**src/sv/mtp_pkg.sv**
```systemverilog
`timescale 1ns / 1ps
// ----------------------------------------------------------------------------
// mtp_pkg
// Shared types and codes for the timer pool: op codes, result kinds and the
// control/status groups passed between the sequencer and the slot update unit.
// ----------------------------------------------------------------------------
package mtp_pkg;

    localparam logic [2:0] OP_START   = 3'd0;
    localparam logic [2:0] OP_STOP    = 3'd1;
    localparam logic [2:0] OP_RESTART = 3'd2;
    localparam logic [2:0] OP_QUERY   = 3'd3;
    localparam logic [2:0] OP_TICK    = 3'd4;
    localparam logic [2:0] OP_POLL    = 3'd5;

    localparam logic [1:0] KIND_DONE    = 2'd0;
    localparam logic [1:0] KIND_INVALID = 2'd1;
    localparam logic [1:0] KIND_FIRED   = 2'd2;
    localparam logic [1:0] KIND_NONE    = 2'd3;

    typedef struct packed {
        logic busy;
        logic periodic;
        logic critical;
    } timer_flags_t;

    // what the sequencer tells the head update unit about the current slot
    typedef struct packed {
        logic [2:0] op;
        logic [1:0] mode;
        logic       hit;        // head slot is the addressed timer_id
        logic       seek_free;  // start has not found a free slot yet
    } head_ctl_t;

    typedef struct packed {
        logic take;     // start allocated the head slot
        logic fire;     // head slot fired
        logic zero;     // query answer for the addressed slot
    } head_stat_t;

endpackage

```
**src/sv/mtp_cell.sv**
```systemverilog
`timescale 1ns / 1ps
// ----------------------------------------------------------------------------
// mtp_cell
// One stage of the timer ring: holds one slot and takes its neighbor's slot
// on every shift.
// ----------------------------------------------------------------------------
module mtp_cell #(
    parameter int COUNT_WIDTH = 32
) (
    input  logic                     aclk,
    input  logic                     aresetn,
    input  logic                     shift,
    input  mtp_pkg::timer_flags_t    d_flags,
    input  logic [COUNT_WIDTH-1:0]   d_count,
    input  logic [COUNT_WIDTH-1:0]   d_reload,
    output mtp_pkg::timer_flags_t    q_flags,
    output logic [COUNT_WIDTH-1:0]   q_count,
    output logic [COUNT_WIDTH-1:0]   q_reload
);

    mtp_pkg::timer_flags_t  flags_reg;
    logic [COUNT_WIDTH-1:0] count_reg;
    logic [COUNT_WIDTH-1:0] reload_reg;

    always_ff @(posedge aclk) begin
        if (!aresetn) begin
            flags_reg  <= '0;
            count_reg  <= '0;
            reload_reg <= '0;
        end else if (shift) begin
            flags_reg  <= d_flags;
            count_reg  <= d_count;
            reload_reg <= d_reload;
        end
    end

    assign q_flags  = flags_reg;
    assign q_count  = count_reg;
    assign q_reload = reload_reg;

endmodule

```
**src/sv/mtp_head.sv**
```systemverilog
`timescale 1ns / 1ps
// ----------------------------------------------------------------------------
// mtp_head
// Update unit at the head of the ring: applies the current request to the
// slot passing by and reports allocation, firing and query status.
// ----------------------------------------------------------------------------
module mtp_head #(
    parameter int COUNT_WIDTH = 32
) (
    input  mtp_pkg::head_ctl_t       ctl,
    input  logic [COUNT_WIDTH-1:0]   ticks,
    input  mtp_pkg::timer_flags_t    cur_flags,
    input  logic [COUNT_WIDTH-1:0]   cur_count,
    input  logic [COUNT_WIDTH-1:0]   cur_reload,
    output mtp_pkg::timer_flags_t    new_flags,
    output logic [COUNT_WIDTH-1:0]   new_count,
    output logic [COUNT_WIDTH-1:0]   new_reload,
    output mtp_pkg::head_stat_t      stat
);

    logic [COUNT_WIDTH-1:0] dec;
    logic                   fire;

    always_comb begin
        new_flags  = cur_flags;
        new_count  = cur_count;
        new_reload = cur_reload;
        stat       = '0;
        fire       = 1'b0;
        dec        = (cur_count == '0) ? '0 : cur_count - 1'b1;

        case (ctl.op)
            mtp_pkg::OP_START: begin
                if (!cur_flags.busy && ctl.seek_free) begin
                    new_flags.busy     = 1'b1;
                    new_flags.periodic = ctl.mode[1];
                    new_flags.critical = ctl.mode[0];
                    new_count          = ticks;
                    new_reload         = ticks;
                    stat.take          = 1'b1;
                end
            end
            mtp_pkg::OP_STOP: begin
                if (ctl.hit) begin
                    new_flags.busy = 1'b0;
                end
            end
            mtp_pkg::OP_RESTART: begin
                if (ctl.hit) begin
                    new_count = cur_reload;
                end
            end
            mtp_pkg::OP_QUERY: begin
                if (ctl.hit) begin
                    stat.zero = (cur_count == '0);
                end
            end
            mtp_pkg::OP_TICK: begin
                if (cur_flags.busy) begin
                    new_count = dec;
                    fire      = cur_flags.critical && (dec == '0);
                end
            end
            mtp_pkg::OP_POLL: begin
                fire = cur_flags.busy && !cur_flags.critical && (cur_count == '0);
            end
            default: begin
            end
        endcase

        // fired timer reloads if periodic, frees otherwise
        if (fire) begin
            if (cur_flags.periodic) begin
                new_count = cur_reload;
            end else begin
                new_flags.busy = 1'b0;
            end
        end
        stat.fire = fire;
    end

endmodule

```
**src/sv/multi_channel_timer_pool_core.sv**
```systemverilog
`timescale 1ns / 1ps
// Order: a request first rotates the whole ring past the head, then shows its last
//   result from the flush state, once the output register is free.
// Flow: a new request is taken only after the last one has flushed; the ring moves
//   one slot per cycle past the single head update unit. Output stalls hold it.
// Reset: synchronous, active low; every slot is cleared (free, count zero).
// ----------------------------------------------------------------------------
// multi_channel_timer_pool_core
// Bank of one-shot / periodic timers kept in a rotating ring of slot cells.
// ----------------------------------------------------------------------------
module multi_channel_timer_pool_core #(
    parameter int NUM_TIMERS  = 16,
    parameter int COUNT_WIDTH = 32
) (
    input  logic        aclk,
    input  logic        aresetn,
    input  logic        s_tvalid,
    output logic        s_tready,
    input  logic [39:0] s_tdata,    // timer_id[3:0], mode[5:4], tick_count[37:6], zero
    input  logic [2:0]  s_tuser,    // op[2:0]
    output logic        m_tvalid,
    input  logic        m_tready,
    output logic [7:0]  m_tdata,    // slot[3:0], expired[4], zero
    output logic [1:0]  m_tuser,    // kind[1:0]
    output logic        m_tlast
);

    localparam int IDX_W = (NUM_TIMERS > 1) ? $clog2(NUM_TIMERS) : 1;
    localparam logic [IDX_W-1:0] LAST_IDX = IDX_W'(NUM_TIMERS - 1);
    localparam logic [4:0] NUM_SLOTS = 5'(NUM_TIMERS);

    typedef enum logic [1:0] {
        ST_IDLE,
        ST_SCAN,
        ST_FLUSH
    } state_t;

    state_t                 state_reg, state_next;
    logic [2:0]             op_reg, op_next;
    logic [3:0]             id_reg, id_next;
    logic [1:0]             mode_reg, mode_next;
    logic [COUNT_WIDTH-1:0] ticks_reg, ticks_next;
    logic [IDX_W-1:0]       idx_reg, idx_next;
    logic                   found_reg, found_next;
    logic                   pend_valid_reg, pend_valid_next;
    logic [1:0]             pend_kind_reg, pend_kind_next;
    logic [3:0]             pend_slot_reg, pend_slot_next;
    logic                   pend_exp_reg, pend_exp_next;
    logic                   m_valid_reg, m_valid_next;
    logic [1:0]             m_kind_reg, m_kind_next;
    logic [3:0]             m_slot_reg, m_slot_next;
    logic                   m_exp_reg, m_exp_next;
    logic                   m_last_reg, m_last_next;

    logic                   shift;
    logic                   out_free;
    logic [2:0]             in_op;
    logic [3:0]             in_id;

    mtp_pkg::timer_flags_t  flags_q  [NUM_TIMERS];
    logic [COUNT_WIDTH-1:0] count_q  [NUM_TIMERS];
    logic [COUNT_WIDTH-1:0] reload_q [NUM_TIMERS];

    mtp_pkg::head_ctl_t     head_ctl;
    mtp_pkg::head_stat_t    head_stat;
    mtp_pkg::timer_flags_t  head_flags;
    logic [COUNT_WIDTH-1:0] head_count;
    logic [COUNT_WIDTH-1:0] head_reload;

    // ring: cell 0 is the head; the updated head slot re-enters at the tail
    for (genvar k = 0; k < NUM_TIMERS; k++) begin : g_ring
        if (k == NUM_TIMERS - 1) begin : g_tail
            mtp_cell #(.COUNT_WIDTH(COUNT_WIDTH)) u_cell (
                .aclk     (aclk),
                .aresetn  (aresetn),
                .shift    (shift),
                .d_flags  (head_flags),
                .d_count  (head_count),
                .d_reload (head_reload),
                .q_flags  (flags_q[k]),
                .q_count  (count_q[k]),
                .q_reload (reload_q[k])
            );
        end else begin : g_mid
            mtp_cell #(.COUNT_WIDTH(COUNT_WIDTH)) u_cell (
                .aclk     (aclk),
                .aresetn  (aresetn),
                .shift    (shift),
                .d_flags  (flags_q[k+1]),
                .d_count  (count_q[k+1]),
                .d_reload (reload_q[k+1]),
                .q_flags  (flags_q[k]),
                .q_count  (count_q[k]),
                .q_reload (reload_q[k])
            );
        end
    end

    always_comb begin
        head_ctl.op        = op_reg;
        head_ctl.mode      = mode_reg;
        head_ctl.hit       = (id_reg == 4'(idx_reg));
        head_ctl.seek_free = !found_reg;
    end

    mtp_head #(.COUNT_WIDTH(COUNT_WIDTH)) u_head (
        .ctl        (head_ctl),
        .ticks      (ticks_reg),
        .cur_flags  (flags_q[0]),
        .cur_count  (count_q[0]),
        .cur_reload (reload_q[0]),
        .new_flags  (head_flags),
        .new_count  (head_count),
        .new_reload (head_reload),
        .stat       (head_stat)
    );

    assign in_op    = s_tuser;
    assign in_id    = s_tdata[3:0];
    assign out_free = !m_valid_reg || m_tready;

    always_comb begin
        state_next      = state_reg;
        op_next         = op_reg;
        id_next         = id_reg;
        mode_next       = mode_reg;
        ticks_next      = ticks_reg;
        idx_next        = idx_reg;
        found_next      = found_reg;
        pend_valid_next = pend_valid_reg;
        pend_kind_next  = pend_kind_reg;
        pend_slot_next  = pend_slot_reg;
        pend_exp_next   = pend_exp_reg;
        m_valid_next    = m_valid_reg;
        m_kind_next     = m_kind_reg;
        m_slot_next     = m_slot_reg;
        m_exp_next      = m_exp_reg;
        m_last_next     = m_last_reg;
        shift           = 1'b0;

        if (m_valid_reg && m_tready) begin
            m_valid_next = 1'b0;
        end

        case (state_reg)
            ST_IDLE: begin
                if (s_tvalid) begin
                    op_next    = in_op;
                    id_next    = in_id;
                    mode_next  = s_tdata[5:4];
                    ticks_next = COUNT_WIDTH'(s_tdata[37:6]);
                    idx_next   = '0;
                    found_next = 1'b0;
                    // single-result requests hold their answer here until the scan ends
                    pend_valid_next = !(in_op inside {mtp_pkg::OP_TICK, mtp_pkg::OP_POLL});
                    pend_slot_next  = '0;
                    pend_exp_next   = 1'b0;
                    if ((in_op inside {mtp_pkg::OP_STOP, mtp_pkg::OP_RESTART,
                                       mtp_pkg::OP_QUERY}) && ({1'b0, in_id} < NUM_SLOTS)) begin
                        pend_kind_next = mtp_pkg::KIND_DONE;
                    end else begin
                        pend_kind_next = mtp_pkg::KIND_INVALID;
                    end
                    state_next = ST_SCAN;
                end
            end
            ST_SCAN: begin
                // a second firing needs the output register for the held one
                if (!(head_stat.fire && pend_valid_reg && !out_free)) begin
                    shift = 1'b1;
                    idx_next = (idx_reg == LAST_IDX) ? '0 : idx_reg + 1'b1;
                    if (head_stat.take) begin
                        found_next     = 1'b1;
                        pend_kind_next = mtp_pkg::KIND_DONE;
                        pend_slot_next = 4'(idx_reg);
                    end
                    if (head_stat.zero) begin
                        pend_exp_next = 1'b1;
                    end
                    if (head_stat.fire) begin
                        if (pend_valid_reg) begin
                            m_valid_next = 1'b1;
                            m_kind_next  = pend_kind_reg;
                            m_slot_next  = pend_slot_reg;
                            m_exp_next   = pend_exp_reg;
                            m_last_next  = 1'b0;
                        end
                        pend_valid_next = 1'b1;
                        pend_kind_next  = mtp_pkg::KIND_FIRED;
                        pend_slot_next  = 4'(idx_reg);
                        pend_exp_next   = 1'b0;
                    end
                    if (idx_reg == LAST_IDX) begin
                        state_next = ST_FLUSH;
                    end
                end
            end
            ST_FLUSH: begin
                if (out_free) begin
                    m_valid_next = 1'b1;
                    m_last_next  = 1'b1;
                    if (pend_valid_reg) begin
                        m_kind_next = pend_kind_reg;
                        m_slot_next = pend_slot_reg;
                        m_exp_next  = pend_exp_reg;
                    end else begin
                        m_kind_next = mtp_pkg::KIND_NONE;
                        m_slot_next = '0;
                        m_exp_next  = 1'b0;
                    end
                    pend_valid_next = 1'b0;
                    state_next      = ST_IDLE;
                end
            end
            default: begin
                state_next = ST_IDLE;
            end
        endcase
    end

    always_ff @(posedge aclk) begin
        if (!aresetn) begin
            state_reg      <= ST_IDLE;
            pend_valid_reg <= 1'b0;
            m_valid_reg    <= 1'b0;
            found_reg      <= 1'b0;
            idx_reg        <= '0;
        end else begin
            state_reg      <= state_next;
            pend_valid_reg <= pend_valid_next;
            m_valid_reg    <= m_valid_next;
            found_reg      <= found_next;
            idx_reg        <= idx_next;
        end
        op_reg        <= op_next;
        id_reg        <= id_next;
        mode_reg      <= mode_next;
        ticks_reg     <= ticks_next;
        pend_kind_reg <= pend_kind_next;
        pend_slot_reg <= pend_slot_next;
        pend_exp_reg  <= pend_exp_next;
        m_kind_reg    <= m_kind_next;
        m_slot_reg    <= m_slot_next;
        m_exp_reg     <= m_exp_next;
        m_last_reg    <= m_last_next;
    end

    assign s_tready = (state_reg == ST_IDLE);
    assign m_tvalid = m_valid_reg;
    assign m_tdata  = {3'b000, m_exp_reg, m_slot_reg};
    assign m_tuser  = m_kind_reg;
    assign m_tlast  = m_last_reg;

endmodule

```
**config.mk**
```make
export PLATFORM = sky130hd
export DESIGN_NAME = multi_channel_timer_pool_core
export DESIGN_NICKNAME = d
export VERILOG_FILES = /design/src/sv/mtp_pkg.sv /design/src/sv/mtp_cell.sv /design/src/sv/mtp_head.sv /design/src/sv/multi_channel_timer_pool_core.sv
export SDC_FILE = /design/constraint.sdc
export NUM_CORES = 2
export LEC_CHECK = 0
export BUFFER_PORTS_ARGS = -buffer_cell sky130_fd_sc_hd__buf_2
export CAP_MARGIN = 20
export CORE_MARGIN = 10
export CORE_UTILIZATION = 63
export CTS_CLUSTER_SIZE = 25
export DETAILED_ROUTE_END_ITERATION = 10
export GPL_TIMING_DRIVEN = 0
export PLACE_DENSITY = 0.83
export SYNTH_ARGS = -nofsm -noshare
export SYNTH_HDL_FRONTEND = slang
export SYNTH_SLANG_ARGS = --single-unit
```
**constraint.sdc**
```tcl
create_clock -name aclk -period 4.11 [get_ports aclk]
set_clock_uncertainty 0.2 [all_clocks]
set_input_delay 0.2055 -clock aclk [delete_from_list [all_inputs] [get_ports aclk]]
set_output_delay 0.2055 -clock aclk [all_outputs]
set_load 0.03 [all_outputs]
```
==> results.sh <==
export IMPL_status="complete, but fails checks"
export IMPL_violations="DRC, setup timing"
export IMPL_p_clk_share_pct=36.7
export IMPL_ys_warn_count=0
export IMPL_worst_ep_arrival_time_ns=4.54
export IMPL_gp_congestion=1.00
export IMPL_syn_instance_count=5449
export IMPL_io_pins=60
export IMPL_avgSynthCellArea_sq_um=8.36
export IMPL_grt_ovfl_total=0
export IMPL_min_delay_start="s_tdata[5]"
export IMPL_grt_total_usage_pct=35.4
export IMPL_cellPowerDensity_nw_per_um2=577
export IMPL_ant_nets=0
export IMPL_r2r_start="state_reg[1]"
export IMPL_ir_worst_vdd_mv=0.454
export IMPL_cpMostUsedCell="clkbuf_1"
export IMPL_critPathKind="reg2reg"
export IMPL_final_nets=5725
export IMPL_die_h_um=289
export IMPL_fmax_ghz=0.243
export IMPL_swShare_pct=34.7
export IMPL_syn2layout_area_growth_pct=14.0
export IMPL_intPower_mw=19.6
export IMPL_antenna_found_initial=6
export IMPL_drtIter0Drc=6009
export IMPL_async_flop_share_pct=0
export IMPL_static_leakage_power_nw=16.6
export IMPL_dieArea_sq_um=83500
export IMPL_tightest_slew_ns=1.15
export IMPL_place_inst=6455
export IMPL_worst_ep_required_time_ns=4.53
export IMPL_setup_slack_ns=-0.0114
export IMPL_final_util_pct=72.5
export IMPL_clk_latency_ns=0.70
export IMPL_fin_crit_ns=4.12
export IMPL_cts_made_buffers=111
export IMPL_clk_pin_slew_ns=0.07
export IMPL_start_util_pct=63.6
export IMPL_drive_above_1_share_pct=9.76
export IMPL_dp_hpwl_mm=110
export IMPL_synth_area_sq_um=45600
export IMPL_yosysUniqueCellTypes=84
export IMPL_min_path_cells=2
export IMPL_die_x_um=289
export IMPL_whs_endpoint="mode_reg[1]"
export IMPL_path_delay_family="buffers and inverters"
export IMPL_grt_pass1_vias=41400
export IMPL_cts_sinks=1137
export IMPL_layout_commonest_cell="dfxtp_1"
export IMPL_routed_wl_mm=154
export IMPL_place_area_sq_um=47000
export IMPL_fin_crit_sh_pct=100
export IMPL_hold_violations=0
export IMPL_ys_seq_area_share_pct=51.2
export IMPL_critPathBufInv=5
export IMPL_crit_path_max_incr_delay_ns=0.93
export IMPL_pre_cts_ws_ns=-0.633
export IMPL_final_area_sq_um=51900
export IMPL_finalNonFillerCells=6720
export IMPL_dr_pass1_iters=11
export IMPL_hold_path_class="in2reg"
export IMPL_ys_seq_elements=1137
export IMPL_grt_pass1_wl_mm=233
export IMPL_drc=1
export IMPL_cp_start_kind="flop"
export IMPL_synth_edf_count=56
export IMPL_setup_violations=1
export IMPL_cp_depth=8
export IMPL_core_area_sq_um=71600
export IMPL_clk_path_buf_depth=3
export IMPL_power_switching_mw=10.4
export IMPL_ff2ff_path_depth=8
export IMPL_grt_max_degree=36
export IMPL_maxCapViolCount=0
export IMPL_relSlewSlack_pct=23.1
export IMPL_power_frac_seq_pct=41.5
export IMPL_layout_common_cells="dfxtp_1 (1079), a21oi_1 (1066), nand3_1 (1025)"
export IMPL_htree_levels=3
export IMPL_slowest_stage="clkbuf_1"
export IMPL_slew_violations=0
export IMPL_crit_chain="inv_1 -> ha_1 -> clkbuf_1 -> clkbuf_1 -> clkbuf_1 -> clkbuf_1 -> nand3_1 -> a21oi_1"
export IMPL_synth_ff_type="dfxtp_1"
export IMPL_r2r_slack_ns=-0.01
export IMPL_num_rows=98
export IMPL_crit_fanout=10
export IMPL_totalPowerFinal_mw=30.0
export IMPL_vias_per_cell=6.63
export IMPL_combPwrFrac_pct=21.8
export IMPL_root_buffer="clkbuf_16"
export IMPL_cp_end_kind="flop"
export IMPL_r2r_end="g_ring[2].g_mid.u_cell.q_count[7]"
export IMPL_wl_per_cell_um=22.9
export IMPL_cts_tree="built"
export IMPL_io_buffers=53
export IMPL_num_vias=44600
[worst register-to-register path, stage by stage, from the launching register on]
cell and delay, ns:
dfxtp_1 0.34, inv_1 0.10, ha_1 0.16, clkbuf_1 0.34, clkbuf_1 0.85, clkbuf_1 0.95, clkbuf_1 0.62, nand3_1 0.30
a21oi_1 0.19
[metrics by stage]
stage	setup TNS (ns)	hold WS, ns
detailed placement	-403.39	0.184
floorplan	0	0.104
finish	-0.0114	0.0252
global route	-0.481	0.0361
global placement	-457.01	0.182
CTS	0	0.0214
[Yosys cell counts, drive strengths merged (4+ instances only)]
cell type | instances | share of area [%]
o31ai | 7 | 0.12
o211a | 28 | 0.62
edfxtp | 56 | 3.7
o2111ai | 28 | 0.54
nor3 | 24 | 0.30
nand3b | 5 | 0.082
or3 | 6 | 0.082
a211oi | 7 | 0.12
a222oi | 27 | 0.59
o21ai | 1048 | 12
dfxtp | 1081 | 48
nor4 | 20 | 0.40
and3 | 5 | 0.071
nand2b | 6 | 0.082
nor2b | 4 | 0.055
and4 | 6 | 0.12
or2 | 4 | 0.060
inv | 43 | 0.35
xnor2 | 10 | 0.19
a31oi | 6 | 0.082
a22o | 6 | 0.12
and2 | 13 | 0.18
nand2 | 114 | 0.94
nand4b | 4 | 0.077
buf | 276 | 3.4
nand3 | 1027 | 11
clkbuf | 366 | 3.0
nand4 | 11 | 0.16
ha | 6 | 0.16
a21oi | 1068 | 12
a21o | 6 | 0.099
nor2 | 42 | 0.36
a311oi | 37 | 0.71
[what timing repair did]
action                                  CTS  global route
resized for setup                        28            90
pin swaps                                 2             7
setup endpoints to repair              1094          1087
setup buffers                             5             5
endpoints found under the hold margin    65             0
hold buffers                             44             0
[power groups by stage]
stage | clock network, mW | registers, mW | logic, mW
2_1_floorplan | 0 | 12.2 | 4.11
3_3_place_gp | 0 | 12.5 | 5.91
3_5_place_dp | 0 | 12.5 | 6.07
4_1_cts | 10.9 | 12.3 | 6.18
5_1_grt | 11.4 | 12.4 | 6.97
6_report | 11.0 | 12.4 | 6.52
[cell type report]
cell class / instances / area, sq um
repair buffers: 109 / 806
inverters: 44 / 165
fillers: 5454 / 19700
flip-flops and latches: 1137 / 23300
well taps: 950 / 1190
clock buffers: 158 / 3300
clock inverters: 49 / 673
plain buffers: 641 / 3060
diodes: 4 / 10.0
multi-input cells: 3628 / 19400
[how the worst max path moves through the flow]
| stage | start | to | slack, ns |
|---|---|---|---|
| global placement | g_ring[0].g_mid.u_cell.q_count[0] | g_ring[2].g_mid.u_cell.q_count[7] | -0.69 |
| finish | state_reg[1] | g_ring[2].g_mid.u_cell.q_count[7] | -0.01 |
| CTS | g_ring[0].g_mid.u_cell.q_count[19] | pend_kind_reg[0] | 0.006 |
| detailed placement | g_ring[0].g_mid.u_cell.q_count[0] | g_ring[2].g_mid.u_cell.q_count[7] | -0.63 |
| global route | g_ring[0].g_mid.u_cell.q_count[10] | g_ring[11].g_mid.u_cell.q_reload[23] | -0.04 |
| floorplan | g_ring[0].g_mid.u_cell.q_count[2] | m_exp_reg | 0.33 |
[routing by layer]
layer / routed length, um / up-vias / track usage, %
met3: 17600 / 548 / 9.73
met4: 9010 / 4 / 18.1
met2: 67600 / 2568 / 54.6
met1: 59500 / 21100 / 45.1
li1: - / 20300 / -
met5: 27 / - / 0
[cells by family after synthesis]
| logic type | Yosys count | synth area share, % |
|---|---|---|
| AOI/OAI and AO/OA | 2305 | 27.1 |
| buffers and inverters | 686 | 6.79 |
| other | 1 | 0.00823 |
| adders and majority gates | 6 | 0.165 |
| muxes | 2 | 0.0439 |
| xor gates and xnor gates | 11 | 0.211 |
| and+or+nand+nor | 1301 | 14.5 |
| DFF | 1137 | 51.2 |
(Power assumes the default switching activity.)
